`config.mk`:
```
export PLATFORM = sky130hd
export DESIGN_NAME = wheel_speed_frame_parser_flat
export DESIGN_NICKNAME = d
export VERILOG_FILES = /design/src/design/wsfp_pkg.sv /design/src/design/wsfp_byte_if.sv /design/src/design/wsfp_result_if.sv /design/src/design/wsfp_cfg_regs.sv /design/src/design/wsfp_in_stage.sv /design/src/design/wsfp_frame_check.sv /design/src/design/wheel_speed_frame_parser.sv /design/src/flat_wrapper.sv
export SDC_FILE = /design/constraint.sdc
export NUM_CORES = 1
export LEC_CHECK = 0
export BUFFER_PORTS_ARGS = -buffer_cell sky130_fd_sc_hd__buf_2
export CORE_ASPECT_RATIO = 0.8
export CORE_MARGIN = 10
export CORE_UTILIZATION = 50
export CTS_CLUSTER_SIZE = 40
export DETAILED_ROUTE_END_ITERATION = 10
export PLACE_DENSITY = 0.81
export SLEW_MARGIN = 20
export SYNTH_ARGS = -nofsm -noshare
export SYNTH_HDL_FRONTEND = slang
export SYNTH_HIERARCHICAL = 1
export SYNTH_SLANG_ARGS = --single-unit
```
`constraint.sdc`:
```
create_clock -name clk_i -period 8.6 [get_ports clk_i]
set_input_delay 1.72 -clock clk_i [delete_from_list [all_inputs] [get_ports clk_i]]
set_output_delay 1.72 -clock clk_i [all_outputs]
set_load 0.03 [all_outputs]
```
`src/design/wsfp_pkg.sv`:
```
// Package for the wheel speed frame parser: frame constants, status and
// register codes, and the structs passed between the parser's modules.
// No dependencies.
package wsfp_pkg;

  // Frame layout
  localparam int unsigned POS_W = 4;
  localparam logic [POS_W-1:0] FRAME_BYTES = 4'd9;
  localparam logic [POS_W-1:0] CHECK_POS   = 4'd7;

  // Byte positions inside a frame
  localparam logic [POS_W-1:0] POS_HEADER  = 4'd0;
  localparam logic [POS_W-1:0] POS_ADDR    = 4'd1;
  localparam logic [POS_W-1:0] POS_LEN     = 4'd2;
  localparam logic [POS_W-1:0] POS_LEFT_HI = 4'd3;
  localparam logic [POS_W-1:0] POS_LEFT_LO = 4'd4;
  localparam logic [POS_W-1:0] POS_RIGHT_HI = 4'd5;
  localparam logic [POS_W-1:0] POS_RIGHT_LO = 4'd6;
  localparam logic [POS_W-1:0] POS_CHECK   = 4'd7;
  localparam logic [POS_W-1:0] POS_TAIL    = 4'd8;

  // Register reset values
  localparam logic [7:0] HEADER_RST = 8'hBB;
  localparam logic [7:0] TAIL_RST   = 8'h66;
  localparam logic [7:0] ADDR_RST   = 8'h01;
  localparam logic [7:0] LEN_RST    = 8'h04;

  // APB address width: four 32-bit registers at 4*i
  localparam int unsigned APB_AW = 4;

  // Reported frame status
  typedef enum logic [2:0] {
    ST_OK       = 3'd0,
    ST_SHORT    = 3'd1,
    ST_HDR_TAIL = 3'd2,
    ST_ADDR     = 3'd3,
    ST_LEN      = 3'd4,
    ST_SUM      = 3'd5
  } status_e;

  // Register indexes
  typedef enum logic [1:0] {
    REG_HEADER = 2'd0,
    REG_TAIL   = 2'd1,
    REG_ADDR   = 2'd2,
    REG_LEN    = 2'd3
  } reg_idx_e;

  // Expected frame bytes, from the register block
  typedef struct packed {
    logic [7:0] header_byte;
    logic [7:0] tail_byte;
    logic [7:0] device_address;
    logic [7:0] length_code;
  } cfg_t;

  // One received byte with its chunk marks
  typedef struct packed {
    logic [7:0] rx_byte;
    logic       chunk_first;
    logic       chunk_last;
  } byte_t;

  // Input register contents seen by the frame checker
  typedef struct packed {
    logic  valid;
    byte_t data;
  } stage_t;

endpackage

```
`src/design/wsfp_byte_if.sv`:
```
// Byte channel into the wheel speed frame parser (valid/ready).
// No dependencies.
interface wsfp_byte_if;
  logic       valid;
  logic       ready;
  logic [7:0] rx_byte;
  logic       chunk_first;
  logic       chunk_last;

  modport source (output valid, rx_byte, chunk_first, chunk_last, input ready);
  modport sink   (input valid, rx_byte, chunk_first, chunk_last, output ready);
endinterface

```
`src/design/wsfp_result_if.sv`:
```
// Result channel out of the wheel speed frame parser (valid/ready).
// No dependencies.
interface wsfp_result_if;
  logic               valid;
  logic               ready;
  logic [2:0]         status;
  logic signed [15:0] left_wheel;
  logic signed [15:0] right_wheel;

  modport source (output valid, status, left_wheel, right_wheel, input ready);
  modport sink   (input valid, status, left_wheel, right_wheel, output ready);
endinterface

```
`src/design/wsfp_cfg_regs.sv`:
```
// APB register block for the expected header, tail, address and length bytes.
// Depends on wsfp_pkg.
module wsfp_cfg_regs (
  input  logic                         clk_i,
  input  logic                         rst_ni,
  input  logic                         psel,
  input  logic                         penable,
  input  logic                         pwrite,
  input  logic [wsfp_pkg::APB_AW-1:0]  paddr,
  input  logic [31:0]                  pwdata,
  output logic [31:0]                  prdata,
  output logic                         pready,
  output wsfp_pkg::cfg_t               cfg_o
);
  import wsfp_pkg::*;

  cfg_t     cfg_q, cfg_d;
  reg_idx_e idx;
  logic     wr_en;

  assign pready = 1'b1;
  assign idx    = reg_idx_e'(paddr[3:2]);
  assign wr_en  = psel && penable && pwrite;

  // Write decode
  always_comb begin
    cfg_d = cfg_q;
    if (wr_en) begin
      unique case (idx)
        REG_HEADER: cfg_d.header_byte    = pwdata[7:0];
        REG_TAIL:   cfg_d.tail_byte      = pwdata[7:0];
        REG_ADDR:   cfg_d.device_address = pwdata[7:0];
        REG_LEN:    cfg_d.length_code    = pwdata[7:0];
        default:    cfg_d = cfg_q;
      endcase
    end
  end

  always_ff @(posedge clk_i or negedge rst_ni) begin
    if (!rst_ni) begin
      cfg_q.header_byte    <= HEADER_RST;
      cfg_q.tail_byte      <= TAIL_RST;
      cfg_q.device_address <= ADDR_RST;
      cfg_q.length_code    <= LEN_RST;
    end else begin
      cfg_q <= cfg_d;
    end
  end

  // Read decode
  always_comb begin
    unique case (idx)
      REG_HEADER: prdata = {24'd0, cfg_q.header_byte};
      REG_TAIL:   prdata = {24'd0, cfg_q.tail_byte};
      REG_ADDR:   prdata = {24'd0, cfg_q.device_address};
      REG_LEN:    prdata = {24'd0, cfg_q.length_code};
      default:    prdata = 32'd0;
    endcase
  end

  assign cfg_o = cfg_q;

endmodule

```
`src/design/wsfp_in_stage.sv`:
```
// Input register of the parser: captures one byte per cycle unless stalled and
// holds it until the frame checker advances. Depends on wsfp_pkg, wsfp_byte_if.
module wsfp_in_stage (
  input  logic                clk_i,
  input  logic                rst_ni,
  wsfp_byte_if.sink           rx_i,
  input  logic                advance_i,
  output wsfp_pkg::stage_t    stage_o
);
  import wsfp_pkg::*;

  logic  valid_q, valid_d;
  byte_t data_q;
  logic  take;

  // Free when empty or when the held byte moves on this cycle
  assign rx_i.ready = !valid_q || advance_i;
  assign take       = rx_i.valid && rx_i.ready;

  always_comb begin
    valid_d = valid_q;
    if (take) begin
      valid_d = 1'b1;
    end else if (advance_i) begin
      valid_d = 1'b0;
    end
  end

  always_ff @(posedge clk_i or negedge rst_ni) begin
    if (!rst_ni) begin
      valid_q <= 1'b0;
    end else begin
      valid_q <= valid_d;
    end
  end

  // Payload, no reset
  always_ff @(posedge clk_i) begin
    if (take) begin
      data_q.rx_byte     <= rx_i.rx_byte;
      data_q.chunk_first <= rx_i.chunk_first;
      data_q.chunk_last  <= rx_i.chunk_last;
    end
  end

  assign stage_o.valid = valid_q;
  assign stage_o.data  = data_q;

endmodule

```
`src/design/wsfp_frame_check.sv`:
```
// Frame checker: position counter, running XOR, error flags and speed
// capture, plus the result register. Depends on wsfp_pkg, wsfp_result_if.
module wsfp_frame_check (
  input  logic                clk_i,
  input  logic                rst_ni,
  input  wsfp_pkg::cfg_t      cfg_i,
  input  wsfp_pkg::stage_t    stage_i,
  output logic                advance_o,
  wsfp_result_if.source       res_o
);
  import wsfp_pkg::*;

  // Frame state
  logic [POS_W-1:0] pos_q, pos_d;
  logic [7:0]       xor_q, xor_d;
  logic             hdr_q, hdr_d;
  logic             addr_q, addr_d;
  logic             len_q, len_d;
  logic             sum_q, sum_d;
  logic [15:0]      left_q, left_d;
  logic [15:0]      right_q, right_d;

  // Result register
  logic             out_valid_q, out_valid_d;
  status_e          out_status_q;
  logic [15:0]      out_left_q, out_right_q;

  // Working values for the byte in the input register
  logic [POS_W-1:0] pos_c, pos_n;
  logic [7:0]       xor_c, xor_n;
  logic             hdr_c, hdr_n, addr_c, addr_n, len_c, len_n, sum_c, sum_n;
  logic [15:0]      left_c, left_n, right_c, right_n;
  logic [7:0]       b;
  logic             active, has_res;
  status_e          res_status;

  assign b = stage_i.data.rx_byte;

  // Hold when a result is pending and the receiver stalls
  assign advance_o = stage_i.valid && (!out_valid_q || res_o.ready);

  // A first mark drops any unfinished frame
  always_comb begin
    if (stage_i.data.chunk_first) begin
      pos_c = '0; xor_c = '0; hdr_c = 1'b0; addr_c = 1'b0;
      len_c = 1'b0; sum_c = 1'b0; left_c = '0; right_c = '0;
    end else begin
      pos_c = pos_q; xor_c = xor_q; hdr_c = hdr_q; addr_c = addr_q;
      len_c = len_q; sum_c = sum_q; left_c = left_q; right_c = right_q;
    end
  end

  // Per-byte update
  always_comb begin
    active  = (pos_c < FRAME_BYTES);
    pos_n   = pos_c;
    xor_n   = xor_c;
    hdr_n   = hdr_c;
    addr_n  = addr_c;
    len_n   = len_c;
    sum_n   = sum_c;
    left_n  = left_c;
    right_n = right_c;
    if (active) begin
      pos_n = pos_c + 4'd1;
      if (pos_c < CHECK_POS) begin
        xor_n = xor_c ^ b;
      end
      case (pos_c)
        POS_HEADER:   hdr_n   = (b != cfg_i.header_byte);
        POS_ADDR:     addr_n  = (b != cfg_i.device_address);
        POS_LEN:      len_n   = (b != cfg_i.length_code);
        POS_LEFT_HI:  left_n  = {b, 8'd0};
        POS_LEFT_LO:  left_n  = {left_c[15:8], b};
        POS_RIGHT_HI: right_n = {b, 8'd0};
        POS_RIGHT_LO: right_n = {right_c[15:8], b};
        POS_CHECK:    sum_n   = (b != xor_c);
        default:      hdr_n   = hdr_c || (b != cfg_i.tail_byte);
      endcase
    end
  end

  // Result decision, error priority header/tail, address, length, checksum
  always_comb begin
    has_res    = 1'b0;
    res_status = ST_OK;
    if (active && (pos_n == FRAME_BYTES)) begin
      has_res = 1'b1;
      if (hdr_n)       res_status = ST_HDR_TAIL;
      else if (addr_n) res_status = ST_ADDR;
      else if (len_n)  res_status = ST_LEN;
      else if (sum_n)  res_status = ST_SUM;
      else             res_status = ST_OK;
    end else if (active && stage_i.data.chunk_last) begin
      has_res    = 1'b1;
      res_status = ST_SHORT;
    end
  end

  // Next frame state; a last mark clears it after the byte
  always_comb begin
    pos_d = pos_q; xor_d = xor_q; hdr_d = hdr_q; addr_d = addr_q;
    len_d = len_q; sum_d = sum_q; left_d = left_q; right_d = right_q;
    if (advance_o) begin
      if (stage_i.data.chunk_last) begin
        pos_d = '0; xor_d = '0; hdr_d = 1'b0; addr_d = 1'b0;
        len_d = 1'b0; sum_d = 1'b0; left_d = '0; right_d = '0;
      end else begin
        pos_d = pos_n; xor_d = xor_n; hdr_d = hdr_n; addr_d = addr_n;
        len_d = len_n; sum_d = sum_n; left_d = left_n; right_d = right_n;
      end
    end
  end

  always_ff @(posedge clk_i or negedge rst_ni) begin
    if (!rst_ni) begin
      pos_q   <= '0;
      xor_q   <= '0;
      hdr_q   <= 1'b0;
      addr_q  <= 1'b0;
      len_q   <= 1'b0;
      sum_q   <= 1'b0;
      left_q  <= '0;
      right_q <= '0;
    end else begin
      pos_q   <= pos_d;
      xor_q   <= xor_d;
      hdr_q   <= hdr_d;
      addr_q  <= addr_d;
      len_q   <= len_d;
      sum_q   <= sum_d;
      left_q  <= left_d;
      right_q <= right_d;
    end
  end

  // Result register valid
  always_comb begin
    out_valid_d = out_valid_q;
    if (advance_o) begin
      out_valid_d = has_res;
    end else if (res_o.ready) begin
      out_valid_d = 1'b0;
    end
  end

  always_ff @(posedge clk_i or negedge rst_ni) begin
    if (!rst_ni) begin
      out_valid_q <= 1'b0;
    end else begin
      out_valid_q <= out_valid_d;
    end
  end

  // Result payload; speeds only for a good frame
  always_ff @(posedge clk_i) begin
    if (advance_o && has_res) begin
      out_status_q <= res_status;
      out_left_q   <= (res_status == ST_OK) ? left_n  : 16'd0;
      out_right_q  <= (res_status == ST_OK) ? right_n : 16'd0;
    end
  end

  assign res_o.valid       = out_valid_q;
  assign res_o.status      = out_status_q;
  assign res_o.left_wheel  = out_left_q;
  assign res_o.right_wheel = out_right_q;

endmodule

```
`src/design/wheel_speed_frame_parser.sv`:
```
// Wheel speed frame parser top level: APB registers, input register and
// frame checker. Depends on wsfp_pkg, wsfp_byte_if, wsfp_result_if.
// Usage:
//   rx_i carries received bytes, one transaction per byte, with marks for
//   the first and last byte of a chunk. Each chunk is checked as a 9-byte
//   frame (header, address, length code, two big-endian signed speeds,
//   XOR checksum over bytes 0..6, tail). res_o carries one transaction per
//   finished frame or per chunk that ends early (too-short status); bytes
//   past the ninth give no transaction. The APB port holds the expected
//   header, tail, address and length bytes; write it only while no frame
//   is in flight.
// Timing:
//   One byte per cycle sustained while results are taken. A byte accepted
//   into the input register is checked by the combinational checker, and
//   its result is loaded into the result register when the checker advances;
//   the combinational checker between the two registers sets the rate.
// Reset: clears the frame state and both valid bits; the APB registers
//   return to 0xBB, 0x66, 0x01, 0x04.
// Stall: while a result waits and res_o.ready is low, one more byte is held
//   in the input register; then rx_i.ready drops until the result is taken.
module wheel_speed_frame_parser (
  input  logic                         clk_i,
  input  logic                         rst_ni,
  input  logic                         psel,
  input  logic                         penable,
  input  logic                         pwrite,
  input  logic [wsfp_pkg::APB_AW-1:0]  paddr,
  input  logic [31:0]                  pwdata,
  output logic [31:0]                  prdata,
  output logic                         pready,
  wsfp_byte_if.sink                    rx_i,
  wsfp_result_if.source                res_o
);
  import wsfp_pkg::*;

  cfg_t   cfg;
  stage_t stage;
  logic   advance;

  wsfp_cfg_regs u_cfg_regs (
    .clk_i   (clk_i),
    .rst_ni  (rst_ni),
    .psel    (psel),
    .penable (penable),
    .pwrite  (pwrite),
    .paddr   (paddr),
    .pwdata  (pwdata),
    .prdata  (prdata),
    .pready  (pready),
    .cfg_o   (cfg)
  );

  wsfp_in_stage u_in_stage (
    .clk_i     (clk_i),
    .rst_ni    (rst_ni),
    .rx_i      (rx_i),
    .advance_i (advance),
    .stage_o   (stage)
  );

  wsfp_frame_check u_frame_check (
    .clk_i     (clk_i),
    .rst_ni    (rst_ni),
    .cfg_i     (cfg),
    .stage_i   (stage),
    .advance_o (advance),
    .res_o     (res_o)
  );

endmodule

```
`src/flat_wrapper.sv`:
```
// flat-port wrapper written by rule: the top's interface ports become plain ports
module wheel_speed_frame_parser_flat import wsfp_pkg::*;
  (clk_i, rst_ni, psel, penable, pwrite, paddr, pwdata, prdata, pready, rx_i_valid, rx_i_rx_byte, rx_i_chunk_first, rx_i_chunk_last, rx_i_ready, res_o_valid, res_o_status, res_o_left_wheel, res_o_right_wheel, res_o_ready);
  wsfp_byte_if rx_i_i ();
  wsfp_result_if res_o_i ();
  input  logic clk_i;
  input  logic rst_ni;
  input  logic psel;
  input  logic penable;
  input  logic pwrite;
  input  logic [wsfp_pkg::APB_AW-1:0] paddr;
  input  logic [31:0] pwdata;
  output logic [31:0] prdata;
  output logic pready;
  input wire logic [$bits(rx_i_i.valid)-1:0] rx_i_valid;
  input wire logic [$bits(rx_i_i.rx_byte)-1:0] rx_i_rx_byte;
  input wire logic [$bits(rx_i_i.chunk_first)-1:0] rx_i_chunk_first;
  input wire logic [$bits(rx_i_i.chunk_last)-1:0] rx_i_chunk_last;
  output wire logic [$bits(rx_i_i.ready)-1:0] rx_i_ready;
  output wire logic [$bits(res_o_i.valid)-1:0] res_o_valid;
  output wire logic [$bits(res_o_i.status)-1:0] res_o_status;
  output wire logic [$bits(res_o_i.left_wheel)-1:0] res_o_left_wheel;
  output wire logic [$bits(res_o_i.right_wheel)-1:0] res_o_right_wheel;
  input wire logic [$bits(res_o_i.ready)-1:0] res_o_ready;
  assign rx_i_i.valid = rx_i_valid;
  assign rx_i_i.rx_byte = rx_i_rx_byte;
  assign rx_i_i.chunk_first = rx_i_chunk_first;
  assign rx_i_i.chunk_last = rx_i_chunk_last;
  assign rx_i_ready = rx_i_i.ready;
  assign res_o_valid = res_o_i.valid;
  assign res_o_status = res_o_i.status;
  assign res_o_left_wheel = res_o_i.left_wheel;
  assign res_o_right_wheel = res_o_i.right_wheel;
  assign res_o_i.ready = res_o_ready;
  wheel_speed_frame_parser u_core (.clk_i(clk_i), .rst_ni(rst_ni), .psel(psel), .penable(penable), .pwrite(pwrite), .paddr(paddr), .pwdata(pwdata), .prdata(prdata), .pready(pready), .rx_i(rx_i_i), .res_o(res_o_i));
endmodule
```
Word-level counts from Yosys, hierarchy flattened. Index checks and enable logic that the tools add are counted.

Output and inout bits: 70. Bits of input ports: 53. Bits in registers: 127.

Reduce and logical (&&, ||, !) cells: 22. Muxes and demuxes: 44. $lt $le $gt $ge: 2. $add $sub $neg: 1. Bitwise logic cells: 1. Eq/ne operators: 16.

Operators by type and width (count): one-hot mux 32 bit (4 select lines) (1); 2-to-1 mux 16 bit (6); one-hot mux 16 bit (2 select lines) (2); != test 8 bit (5); 2-to-1 mux 8 bit (4); 2-to-1 mux 1 bit (22); equality test 4 x 3 -> 1 bit, second input constant (4); 2-to-1 mux 3 bit (5); 2-to-1 mux 4 bit (3); equality test 4 x 2 -> 1 bit, second input constant (2); AND reduction 2 bit (4); bitwise XOR 8 bit (1); logical AND 1 bit (7); OR reduction 7 bit (1); adder 4 x 1 -> 4 bit, second input constant (1); equality test 2 bit, second input constant (2); equality test 4 x 1 -> 1 bit, second input constant (1); equality test 4 bit, second input constant (1); logical NOT 4 bit (1); less-than comparator 4 x 3 -> 1 bit, second input constant (1); less-than comparator 4 bit, second input constant (1); nonzero test 2 bit (2); logical NOT 3 bit (1); logical OR 1 bit (3); other kinds (4) (5).

Logic depth before layout (Yosys ltp). Gate-level depths: netlist (run 1).

Depth after elaboration: 10. Mapped depth: 9.

Cells and area by module. Netlist (run 1), hierarchy kept.

By module, submodules not included: wsfp_frame_check (cells each 483, area each 4794.6 µm², times used 1); wsfp_cfg_regs (cells each 107, area each 1640.3 µm², times used 1); wsfp_in_stage (cells each 15, area each 361.6 µm², times used 1).

Worst setup path after synthesis (run 1). No wires, ideal clock.

Path type: input-to-reg. Start: input port res_o_ready. End: register u_core.u_frame_check.out_left_q[0] (netlist: u_core/u_frame_check/res_o.left_wheel[0]), enable pin. Cell stages on the path: 5. Buffers on the path: 2. Arrival time: 3.889 ns. Data required time: 8.173 ns. Library setup time: 0.427 ns. Slack: 4.284 ns. Cells stage by stage: nand2b_1 -> nand2_1 -> clkbuf_1 -> buf_1 -> nor2_1.

Word-level cells in the longest chain between the ends: 3.

Ends and longest elaborated chain: start, declared (line flat_wrapper.sv:24) `input wire logic [$bits(res_o_i.ready)-1:0] res_o_ready;`; logical OR 1 bit (line wsfp_frame_check.sv:40) `assign advance_o = stage_i.valid && (!out_valid_q || res_o.ready);`; logical AND 1 bit (line wsfp_frame_check.sv:40); logical AND 1 bit (line wsfp_frame_check.sv:157) `if (advance_o && has_res) begin`; end signal, assigned (line wsfp_frame_check.sv:159) `out_left_q <= (res_status == ST_OK) ? left_n : 16'd0;`; end, declared (line wsfp_frame_check.sv:26) `logic [15:0] out_left_q, out_right_q;`.

Every way passes these cells. A chain may end at the register's enable or synchronous reset.

Final worst setup path (run 1).
Start: input port res_o_ready. End: output port rx_i_ready.

Word-level cells in the longest chain between the ends: 3.

Ends and longest elaborated chain: logical OR 1 bit (line wsfp_frame_check.sv:40); logical AND 1 bit (line wsfp_frame_check.sv:40); via u_core.advance (line wheel_speed_frame_parser.sv:38) `logic advance;`; logical OR 1 bit (line wsfp_in_stage.sv:17) `assign rx_i.ready = !valid_q || advance_i;`; end, declared (line flat_wrapper.sv:19) `output wire logic [$bits(rx_i_i.ready)-1:0] rx_i_ready;`.

The timed path passes the listed nets, and every way through them passes these cells.

==> summary.txt, run 1 <==
Global routing
  – Met3 Track Usage GR: 5.23%
  – Global routing met1 resource utilization: 21.1%
  – Overall track demand over capacity in global routing: 17.3%
  – Initial antenna violation count: 0
  – Number of global-route vias before repair: 4921
  – Global routing's busiest layer: met2
  – Global route overflow: 0
  – Global-route wire length before repair: 25.9 mm
  – Maximum number of pins on one net before global-route repair: 83
  – Met2 capacity usage during global routing: 28.2%

Layout
  – Fraction of final layout cells sized beyond drive strength 1: 29.4%
  – Post-layout instance count excluding filler cells: 839
  – Total area of sequential cells: 3420 µm²
  – Ant. Diodes: 0
  – Net count reported at finish: 699
  – Fillers: 1059
  – P&R area growth vs syn: 12.1%
  – Total area of multi-input combinational cells: 3010 µm²

Yosys
  – Count of flip-flops with a built-in enable after synthesis: 45
  – Netlist cell types: 58
  – Most instantiated flip-flop cell in the synthesis netlist: sky130_fd_sc_hd__dfrtp_1
  – Most used standard cell by instance count after synthesis: sky130_fd_sc_hd__nand2_1
  – Fraction of the yosys area taken by sequential cells: 50.3%
  – Number of flip-flops and latches in the synthesized netlist: 127
  – Gate Count Post-Synth: 605
  – Library cell with the largest summed area after synthesis: sky130_fd_sc_hd__dfrtp_1
  – Warnings from Yosys: 6
  – Most instantiated cells after synthesis: sky130_fd_sc_hd__nand2_1, sky130_fd_sc_hd__dfrtp_1, sky130_fd_sc_hd__edfxtp_1
  – Share of synthesized registers carrying an async set or reset: 64.6%
  – Largest cells by area after synthesis: sky130_fd_sc_hd__dfrtp_1, sky130_fd_sc_hd__edfxtp_1, sky130_fd_sc_hd__mux2_2
  – Combined area of all synthesized cells: 6800 µm²
  – Avg Inst Size Synth: 11.2 µm²
  – Area share of the largest cell type after synthesis: 25.8%

Detailed routing
  – Detailed-route via count: 4938
  – Drt total wl: 16.1 mm
  – Antenna viol nets, final: 0
  – Count of routing violations after the opening detailed-route iteration: 445
  – Via density per instance: 5.89
  – Detailed-router iteration count before antenna repair: 5
  – Average wire per standard cell: 19.2 µm
  – Number of design rule violations left after detail routing: 0

Floorplan
  – Area of the die: 18700 µm²
  – Horizontal extent of the die: 150 µm
  – Row Count: 38
  – Count of pins on the block boundary: 123
  – Die height: 124 µm
  – Area of the core region: 13500 µm²
  – Initial Utilization: 50.5%

Outcome
  – Result of the run: finished, final reports clean

Timing
  – Worst relative slew slack: 33.5%
  – Final worst path period need: 5.24 ns
  – Share of the clock period used by the worst path: 61.0%
  – Max Clk Rate: 191 MHz
  – Final Hold Vio Count: 0
  – Worst Clk Skew: 0.0111 ns
  – Slew Limit Fails: 0
  – Aggregate negative setup slack: 0 ns
  – Worst-margin pin slew: 0.989 ns
  – RSZ-0062 raised after global routing: false
  – Count of endpoints failing setup in the final report: 0

Power and ir drop
  – Total leakage power: 0.00309 µW
  – Clk pwr share: 37.8%
  – Worst voltage drop across the vdd grid: 0.174 mV
  – Power density normalized to cell area: 239 nW/µm²
  – Combinational Power Share: 18.4%
  – Internal Pwr Total: 1270 µW
  – Total net switching power: 550 µW
  – Relative contribution of sequential cells to total power: 43.7%
  – Switching share of power: 30.2%

Setup path
  – Worst reg2reg setup slack: 5.45 ns
  – Arrival time at the worst endpoint: 3.52 ns
  – Kind of cell with the highest combined delay on the critical path: simple AND/OR/NAND/NOR gates
  – Largest stage delay on the critical path: 0.70 ns
  – Maximum fanout encountered on the critical timing path: 28
  – Kind of end point of the critical path: primary output
  – Kind of critical path: input port to primary output
  – Worst Setup Start Kind: input port
  – Required time of the worst setup path: 6.88 ns
  – Cell occurring most often along the worst timing path: sky130_fd_sc_hd__buf_2
  – Worst-path cell chain: buf_2 -> nand2b_1 -> nand2_1 -> inv_1 -> nand2b_4 -> buf_2
  – Worst-path cell with the longest stage delay: sky130_fd_sc_hd__nand2_1
  – CP bufs+invs: 3

CTS
  – TritonCTS clock tree: yes
  – Post-CTS Repair Setup Buffers: 0
  – Post-CTS Resized: 0
  – Clock insertion delay at the later pin of the skew report: 0.42 ns
  – Number of clock sinks: 127
  – Register clock-pin slew on the reported worst setup and hold paths: 0.05 ns
  – CTS H-tree depth: 4
  – Number of hold-repair buffers added at the cts stage: 0
  – Number of buffers inserted during clock tree synthesis: 17
  – Buffers from clock root to sink, at most: 2
  – Clk root buf: sky130_fd_sc_hd__clkbuf_16

Placed design
  – DPL Wire Length: 10.5 mm
  – Count of placed standard cells including taps: 807
  – Number of buffers added on ports: 71
  – RePlAce Congestion: 0.851

Run
  – Max-cap violation count: 0

Hold path
  – Class of the tightest hold or removal check: register to register
[worst min-delay path: stages, from the launching register on]
cell	delay, ns
sky130_fd_sc_hd__dfrtp_1	0.34
sky130_fd_sc_hd__nand2_1	0.04
sky130_fd_sc_hd__o21ai_0	0.06
[power by group through the flow]
stage               combinational, µW  clock [µW]  sequential (µW)
finish                            336         690              797
global route                      366         727              807
CTS                               335         699              796
detailed placement                332           0              806
global placement                  321           0              797
floorplan                         260           0              790
[final cells by class]
class                           instances  share of cell area [%]
Sequential cell                       127                    44.9
Multi-Input combinational cell        423                    39.5
Clock buffer                           21                    5.91
Timing Repair Buffer                   74                    5.04
Tap cell                              180                    2.96
Clock inverter                         11                    1.53
Inverter                                3                   0.148
[cells by family (layout without fill, tap and decap cells)]
logic type      count (synthesis)  in the layout  synth area share [%]
buf+inv                        78            109                  6.92
compound gates                148            148                  17.3
xor+xnor                       37             37                  4.77
mux                            40             40                  7.95
flops                         127            127                  50.3
other cells                     2             25                 0.110
simple gates                  173            173                  12.6
[metal layers]
metal  vias to the layer above  wire length, µm
met3                        28             1320
li1                       2223                -
met1                      2465             6530
met5                         -                0
met2                       222             8020
met4                         0              282
[cells in the final DEF, fill, tap and decap left out, types with 4 or more instances in the layout]
cell / count
sky130_fd_sc_hd__mux2_2: 32
sky130_fd_sc_hd__a21oi_1: 18
sky130_fd_sc_hd__dfstp_2: 12
sky130_fd_sc_hd__a22o_1: 30
sky130_fd_sc_hd__a2bb2oi_2: 23
sky130_fd_sc_hd__clkbuf_16: 17
sky130_fd_sc_hd__nor4_1: 10
sky130_fd_sc_hd__nand2_1: 91
sky130_fd_sc_hd__o21a_1: 7
sky130_fd_sc_hd__dfrtp_1: 70
sky130_fd_sc_hd__conb_1: 25
sky130_fd_sc_hd__and3_1: 5
sky130_fd_sc_hd__nor3_1: 4
sky130_fd_sc_hd__edfxtp_1: 45
sky130_fd_sc_hd__o21ai_0: 40
sky130_fd_sc_hd__buf_2: 70
sky130_fd_sc_hd__nand2b_1: 5
sky130_fd_sc_hd__xnor2_1: 5
sky130_fd_sc_hd__nor2_1: 20
sky130_fd_sc_hd__mux4_2: 8
sky130_fd_sc_hd__nand3_1: 9
sky130_fd_sc_hd__a31oi_1: 14
sky130_fd_sc_hd__nor2b_1: 6
sky130_fd_sc_hd__xor2_1: 32
[path summary, 6_finish.rpt]
path                                                 start                                        end  depth (start not counted)
max                                            res_o_ready                                 rx_i_ready                          6
min                        u_core/u_frame_check/left_q[15]            u_core/u_frame_check/left_q[15]                          2
max reg2reg                   u_core/u_in_stage/stage_o[8]  u_core/u_frame_check/res_o.left_wheel[15]                          6
min reg2reg                u_core/u_frame_check/left_q[15]            u_core/u_frame_check/left_q[15]                          2
max in group asynchronous                           rst_ni              u_core/u_frame_check/pos_q[2]                          1
min in group asynchronous                           rst_ni                 u_core/u_cfg_regs/cfg_o[5]                          1
[sequential cells by signal (all words and copies together) (netlist names)]
name                                    cells
u_core/u_frame_check/res_o.left_wheel      16
u_core/u_frame_check/pos_q                  4
u_core/u_frame_check/hdr_q                  1
u_core/u_frame_check/len_q                  1
u_core/u_frame_check/addr_q                 1
u_core/u_frame_check/res_o.valid            1
u_core/u_frame_check/xor_q                  8
u_core/u_frame_check/right_q               16
u_core/u_frame_check/left_q                16
u_core/u_in_stage/stage_o                  10
u_core/u_frame_check/res_o.right_wheel     16
u_core/u_cfg_regs/cfg_o                    32
u_core/u_frame_check/sum_q                  1
u_core/u_frame_check/res_o.status           3
u_core/u_in_stage/valid_q                   1
[per-stage QoR]
stage | instance area, µm² | worst slack, ns | util [%] | power, µW | hold WS [ns]
finish | 7620 | 3.36 | 56.6 | 1820 | 0.479
floorplan | 6880 | 4.28 | - | 1050 | 0.442
detailed placement | 7040 | 3.36 | 52.4 | 1140 | 0.467
global placement | 7040 | 3.41 | 52.4 | 1120 | 0.455
CTS | 7610 | 3.37 | 56.6 | 1830 | 0.479
global route | 7620 | 3.18 | 56.6 | 1900 | 0.508
Note: power is estimated with default switching activity, not from simulation.
==> run 2: changes to the inputs <==
- clock period: 8.6 -> 5.2 ns (I/O delays scaled with it)
==> run 2 against run 1 <==
Net effect:
- flip-flop and latch count unchanged
- count of clock-buffer cells in the layout shrank 2
- highest routed layer unchanged
- worst hold slack barely moved
- largest power group unchanged
- die area unchanged
- worst setup slack got worse by 1.4 ns
- cell area grew 0.38%
- largest cell class unchanged
- via count shrank 0.22%
- critical path type unchanged
==> summary.txt, run 2 (same netlist as run 1, synthesis figures left out) <==
Setup path
  – Capture instance of the worst register-to-register path: u_core/u_frame_check/res_o.left_wheel[7]
  – Worst Setup Start Kind: input port
  – Maximum fanout encountered on the critical timing path: 12 (-57%)
  – Launch point of the worst reg-to-reg path: u_core/u_in_stage/stage_o[8]
  – Capturing instance or port of the critical path: prdata[7]
  – Setup crit start: paddr[2]
  – Number of cell instances on the worst register-to-register path: 6 (unchanged)
  – Kind of critical path: input port to primary output
  – Kind of end point of the critical path: primary output
  – Required time of the worst setup path: 4.16 ns (-2.72 ns)
  – Arrival time at the worst endpoint: 2.16 ns (-1.36 ns)
  – Worst reg2reg setup slack: 2.04 ns (-3.41 ns)

CTS
  – Number of hold-repair buffers added at the cts stage: 0 (unchanged)
  – Register clock-pin slew on the reported worst setup and hold paths: 0.06 ns (about the same)
  – Post-CTS Repair Setup Buffers: 0 (unchanged)
  – Post-CTS Resized: 0 (unchanged)
  – Buffers from clock root to sink, at most: 2 (unchanged)
  – Number of buffers inserted during clock tree synthesis: 17 (unchanged)
  – Clock insertion delay at the later pin of the skew report: 0.42 ns (about the same)
  – Clk root buf: sky130_fd_sc_hd__clkbuf_16
  – CTS H-tree depth: 4 (unchanged)
  – Number of clock sinks: 127 (unchanged)
  – TritonCTS clock tree: yes

Floorplan
  – Row Count: 38 (unchanged)
  – Initial Utilization: 50.5% (unchanged)
  – Count of pins on the block boundary: 123 (unchanged)
  – Die height: 124 µm (unchanged)
  – Area of the die: 18700 µm² (unchanged)
  – Area of the core region: 13500 µm² (unchanged)
  – Horizontal extent of the die: 150 µm (unchanged)

Hold path
  – Min-Delay Path Depth: 2 (unchanged)
  – Class of the tightest hold or removal check: register to register

Timing
  – Worst Clk Skew: 0.0106 ns (-0.000545 ns)
  – Aggregate negative setup slack: 0 ns (unchanged)
  – Count of endpoints failing setup in the final report: 0 (unchanged)
  – Slew Limit Fails: 0 (unchanged)
  – Final Hold Vio Count: 0 (unchanged)
  – Post-layout worst setup margin: 2.00 ns (-1.36 ns)
  – Final worst path period need: 3.20 ns
  – RSZ-0062 raised after global routing: false
  – Worst relative slew slack: 34.1% (+0.57 points)
  – Max Clk Rate: 312 MHz
  – Share of the clock period used by the worst path: 61.6%
  – Worst-margin pin slew: 0.980 ns (-0.00845 ns)

Detailed routing
  – Number of design rule violations left after detail routing: 0 (unchanged)
  – Average wire per standard cell: 19.2 µm (-0.34%)
  – Detailed-router iteration count before antenna repair: 6 (+1)
  – Via density per instance: 5.86 (-0.46%)
  – Drt total wl: 16.1 mm (-0.11%)
  – Count of routing violations after the opening detailed-route iteration: 361 (-19%)
  – Antenna viol nets, final: 0 (unchanged)
  – Detailed-route via count: 4927 (-0.22%)

Power and ir drop
  – Internal Pwr Total: 2110 µW (+66%)
  – Total leakage power: 0.00311 µW (+0.47%)
  – Relative contribution of sequential cells to total power: 43.5% (-0.2 points)
  – Power density normalized to cell area: 397 nW/µm² (+66%)
  – Worst voltage drop across the vdd grid: 0.307 mV (+77%)
  – Switching share of power: 30.4% (+0.24 points)
  – Combinational Power Share: 18.5% (about the same)
  – Clk pwr share: 38.0% (+0.2 points)
  – Total net switching power: 922 µW (+68%)

Layout
  – Ant. Diodes: 0 (unchanged)
  – Fillers: 1057 (-0.19%)
  – Commonest non-fill, non-tap cell in the layout: sky130_fd_sc_hd__nand2_1
  – Highest-count cells in the layout ignoring fill and taps: sky130_fd_sc_hd__nand2_1, sky130_fd_sc_hd__buf_2, sky130_fd_sc_hd__dfrtp_1, sky130_fd_sc_hd__edfxtp_1, sky130_fd_sc_hd__o21ai_0
  – Area of all placed cells without fillers: 7650 µm² (+0.38%)
  – Number of flip-flops under the largest register name: 32 (unchanged)
  – Fraction of final layout cells sized beyond drive strength 1: 30.1% (+0.67 points)
  – Net count reported at finish: 701 (+0.29%)
  – P&R area growth vs syn: 12.5%

Global routing
  – Global routing's busiest layer: met2
  – Global route overflow: 0 (unchanged)
  – Global-route wire length before repair: 25.7 mm (-0.75%)
  – Met3 Track Usage GR: 4.79% (-0.44 points)
  – Global routing met1 resource utilization: 20.8% (-0.28 points)
  – Maximum number of pins on one net before global-route repair: 83 (unchanged)
  – Initial antenna violation count: 0 (unchanged)
  – Overall track demand over capacity in global routing: 17.2% (-0.13 points)
  – Met2 capacity usage during global routing: 28.7% (+0.44 points)
  – Number of global-route vias before repair: 4860 (-1.2%)

Placed design
  – RePlAce Congestion: 0.842 (-1.0%)
  – DPL Wire Length: 10.6 mm (+1.6%)
  – Worst slack at placement: 2.00 ns (-1.37 ns)
  – Number of buffers added on ports: 71 (unchanged)
  – Instance area at placement: 7060 µm² (+0.21%)

Outcome
  – Result of the run: finished, final reports clean

Run
  – Max-cap violation count: 0 (unchanged)
[run 2: cell count changes in the layout (fill, tap and decap cells not counted), sizes merged]
| cell | delta |
|---|---|
| clkbuf | -2 |
| clkinvlp | +1 |
| inv | +1 |
| buf | +2 |
[run 2: power groups by stage]
stage	Sequential (µW)	Clock [µW]	Combinational, µW
after floorplan	1310	0	430
after global placement	1320	0	534
after detailed placement	1330	0	554
after CTS	1320	1170	559
after global routing	1330	1220	607
final	1320	1150	561
[run 2: stage by stage]
stage / util [%] / hold slack [ns] / std cells / power (µW)
after floorplan: - / 0.442 / 628 / 1740
after global placement: 52.5 / 0.458 / 809 / 1850
after detailed placement: 52.5 / 0.467 / 809 / 1890
after CTS: 56.8 / 0.479 / 841 / 3050
after global routing: 56.8 / 0.504 / 841 / 3160
final: 56.8 / 0.479 / 841 / 3030
[run 2: how the worst min path moves through the flow]
stage	from	endpoint	slack, ns
floorplan	u_core/u_frame_check/left_q[15]	u_core/u_frame_check/left_q[15]	0.44
global placement	u_core/u_frame_check/left_q[15]	u_core/u_frame_check/left_q[15]	0.46
detailed placement	u_core/u_frame_check/left_q[15]	u_core/u_frame_check/left_q[15]	0.47
CTS	u_core/u_frame_check/left_q[15]	u_core/u_frame_check/left_q[15]	0.48
global route	u_core/u_frame_check/left_q[15]	u_core/u_frame_check/left_q[15]	0.50
finish	u_core/u_frame_check/left_q[15]	u_core/u_frame_check/left_q[15]	0.48
[run 2: worst max-delay path, stage by stage]
cell	delay, ns
sky130_fd_sc_hd__buf_2	0.34
sky130_fd_sc_hd__mux4_2	0.58
sky130_fd_sc_hd__buf_2	0.20
[run 2: cell type report]
class,instances,area (µm²),area share [%]
Clock inverter,13,138,1.80
Multi-Input combinational cell,423,3010,39.4
Sequential cell,127,3420,44.7
Tap cell,180,225,2.95
Timing Repair Buffer,76,399,5.22
Clock buffer,19,443,5.79
Inverter,3,11.3,0.147
[run 2: metal layers]
metal | share of wire (%) | wire [µm] | up-vias
met2 | 50 | 8070 | 242
met4 | 1.3 | 209 | 0
met5 | 0 | 0 | -
met1 | 40 | 6440 | 2431
li1 | - | - | 2233
met3 | 8.7 | 1410 | 21
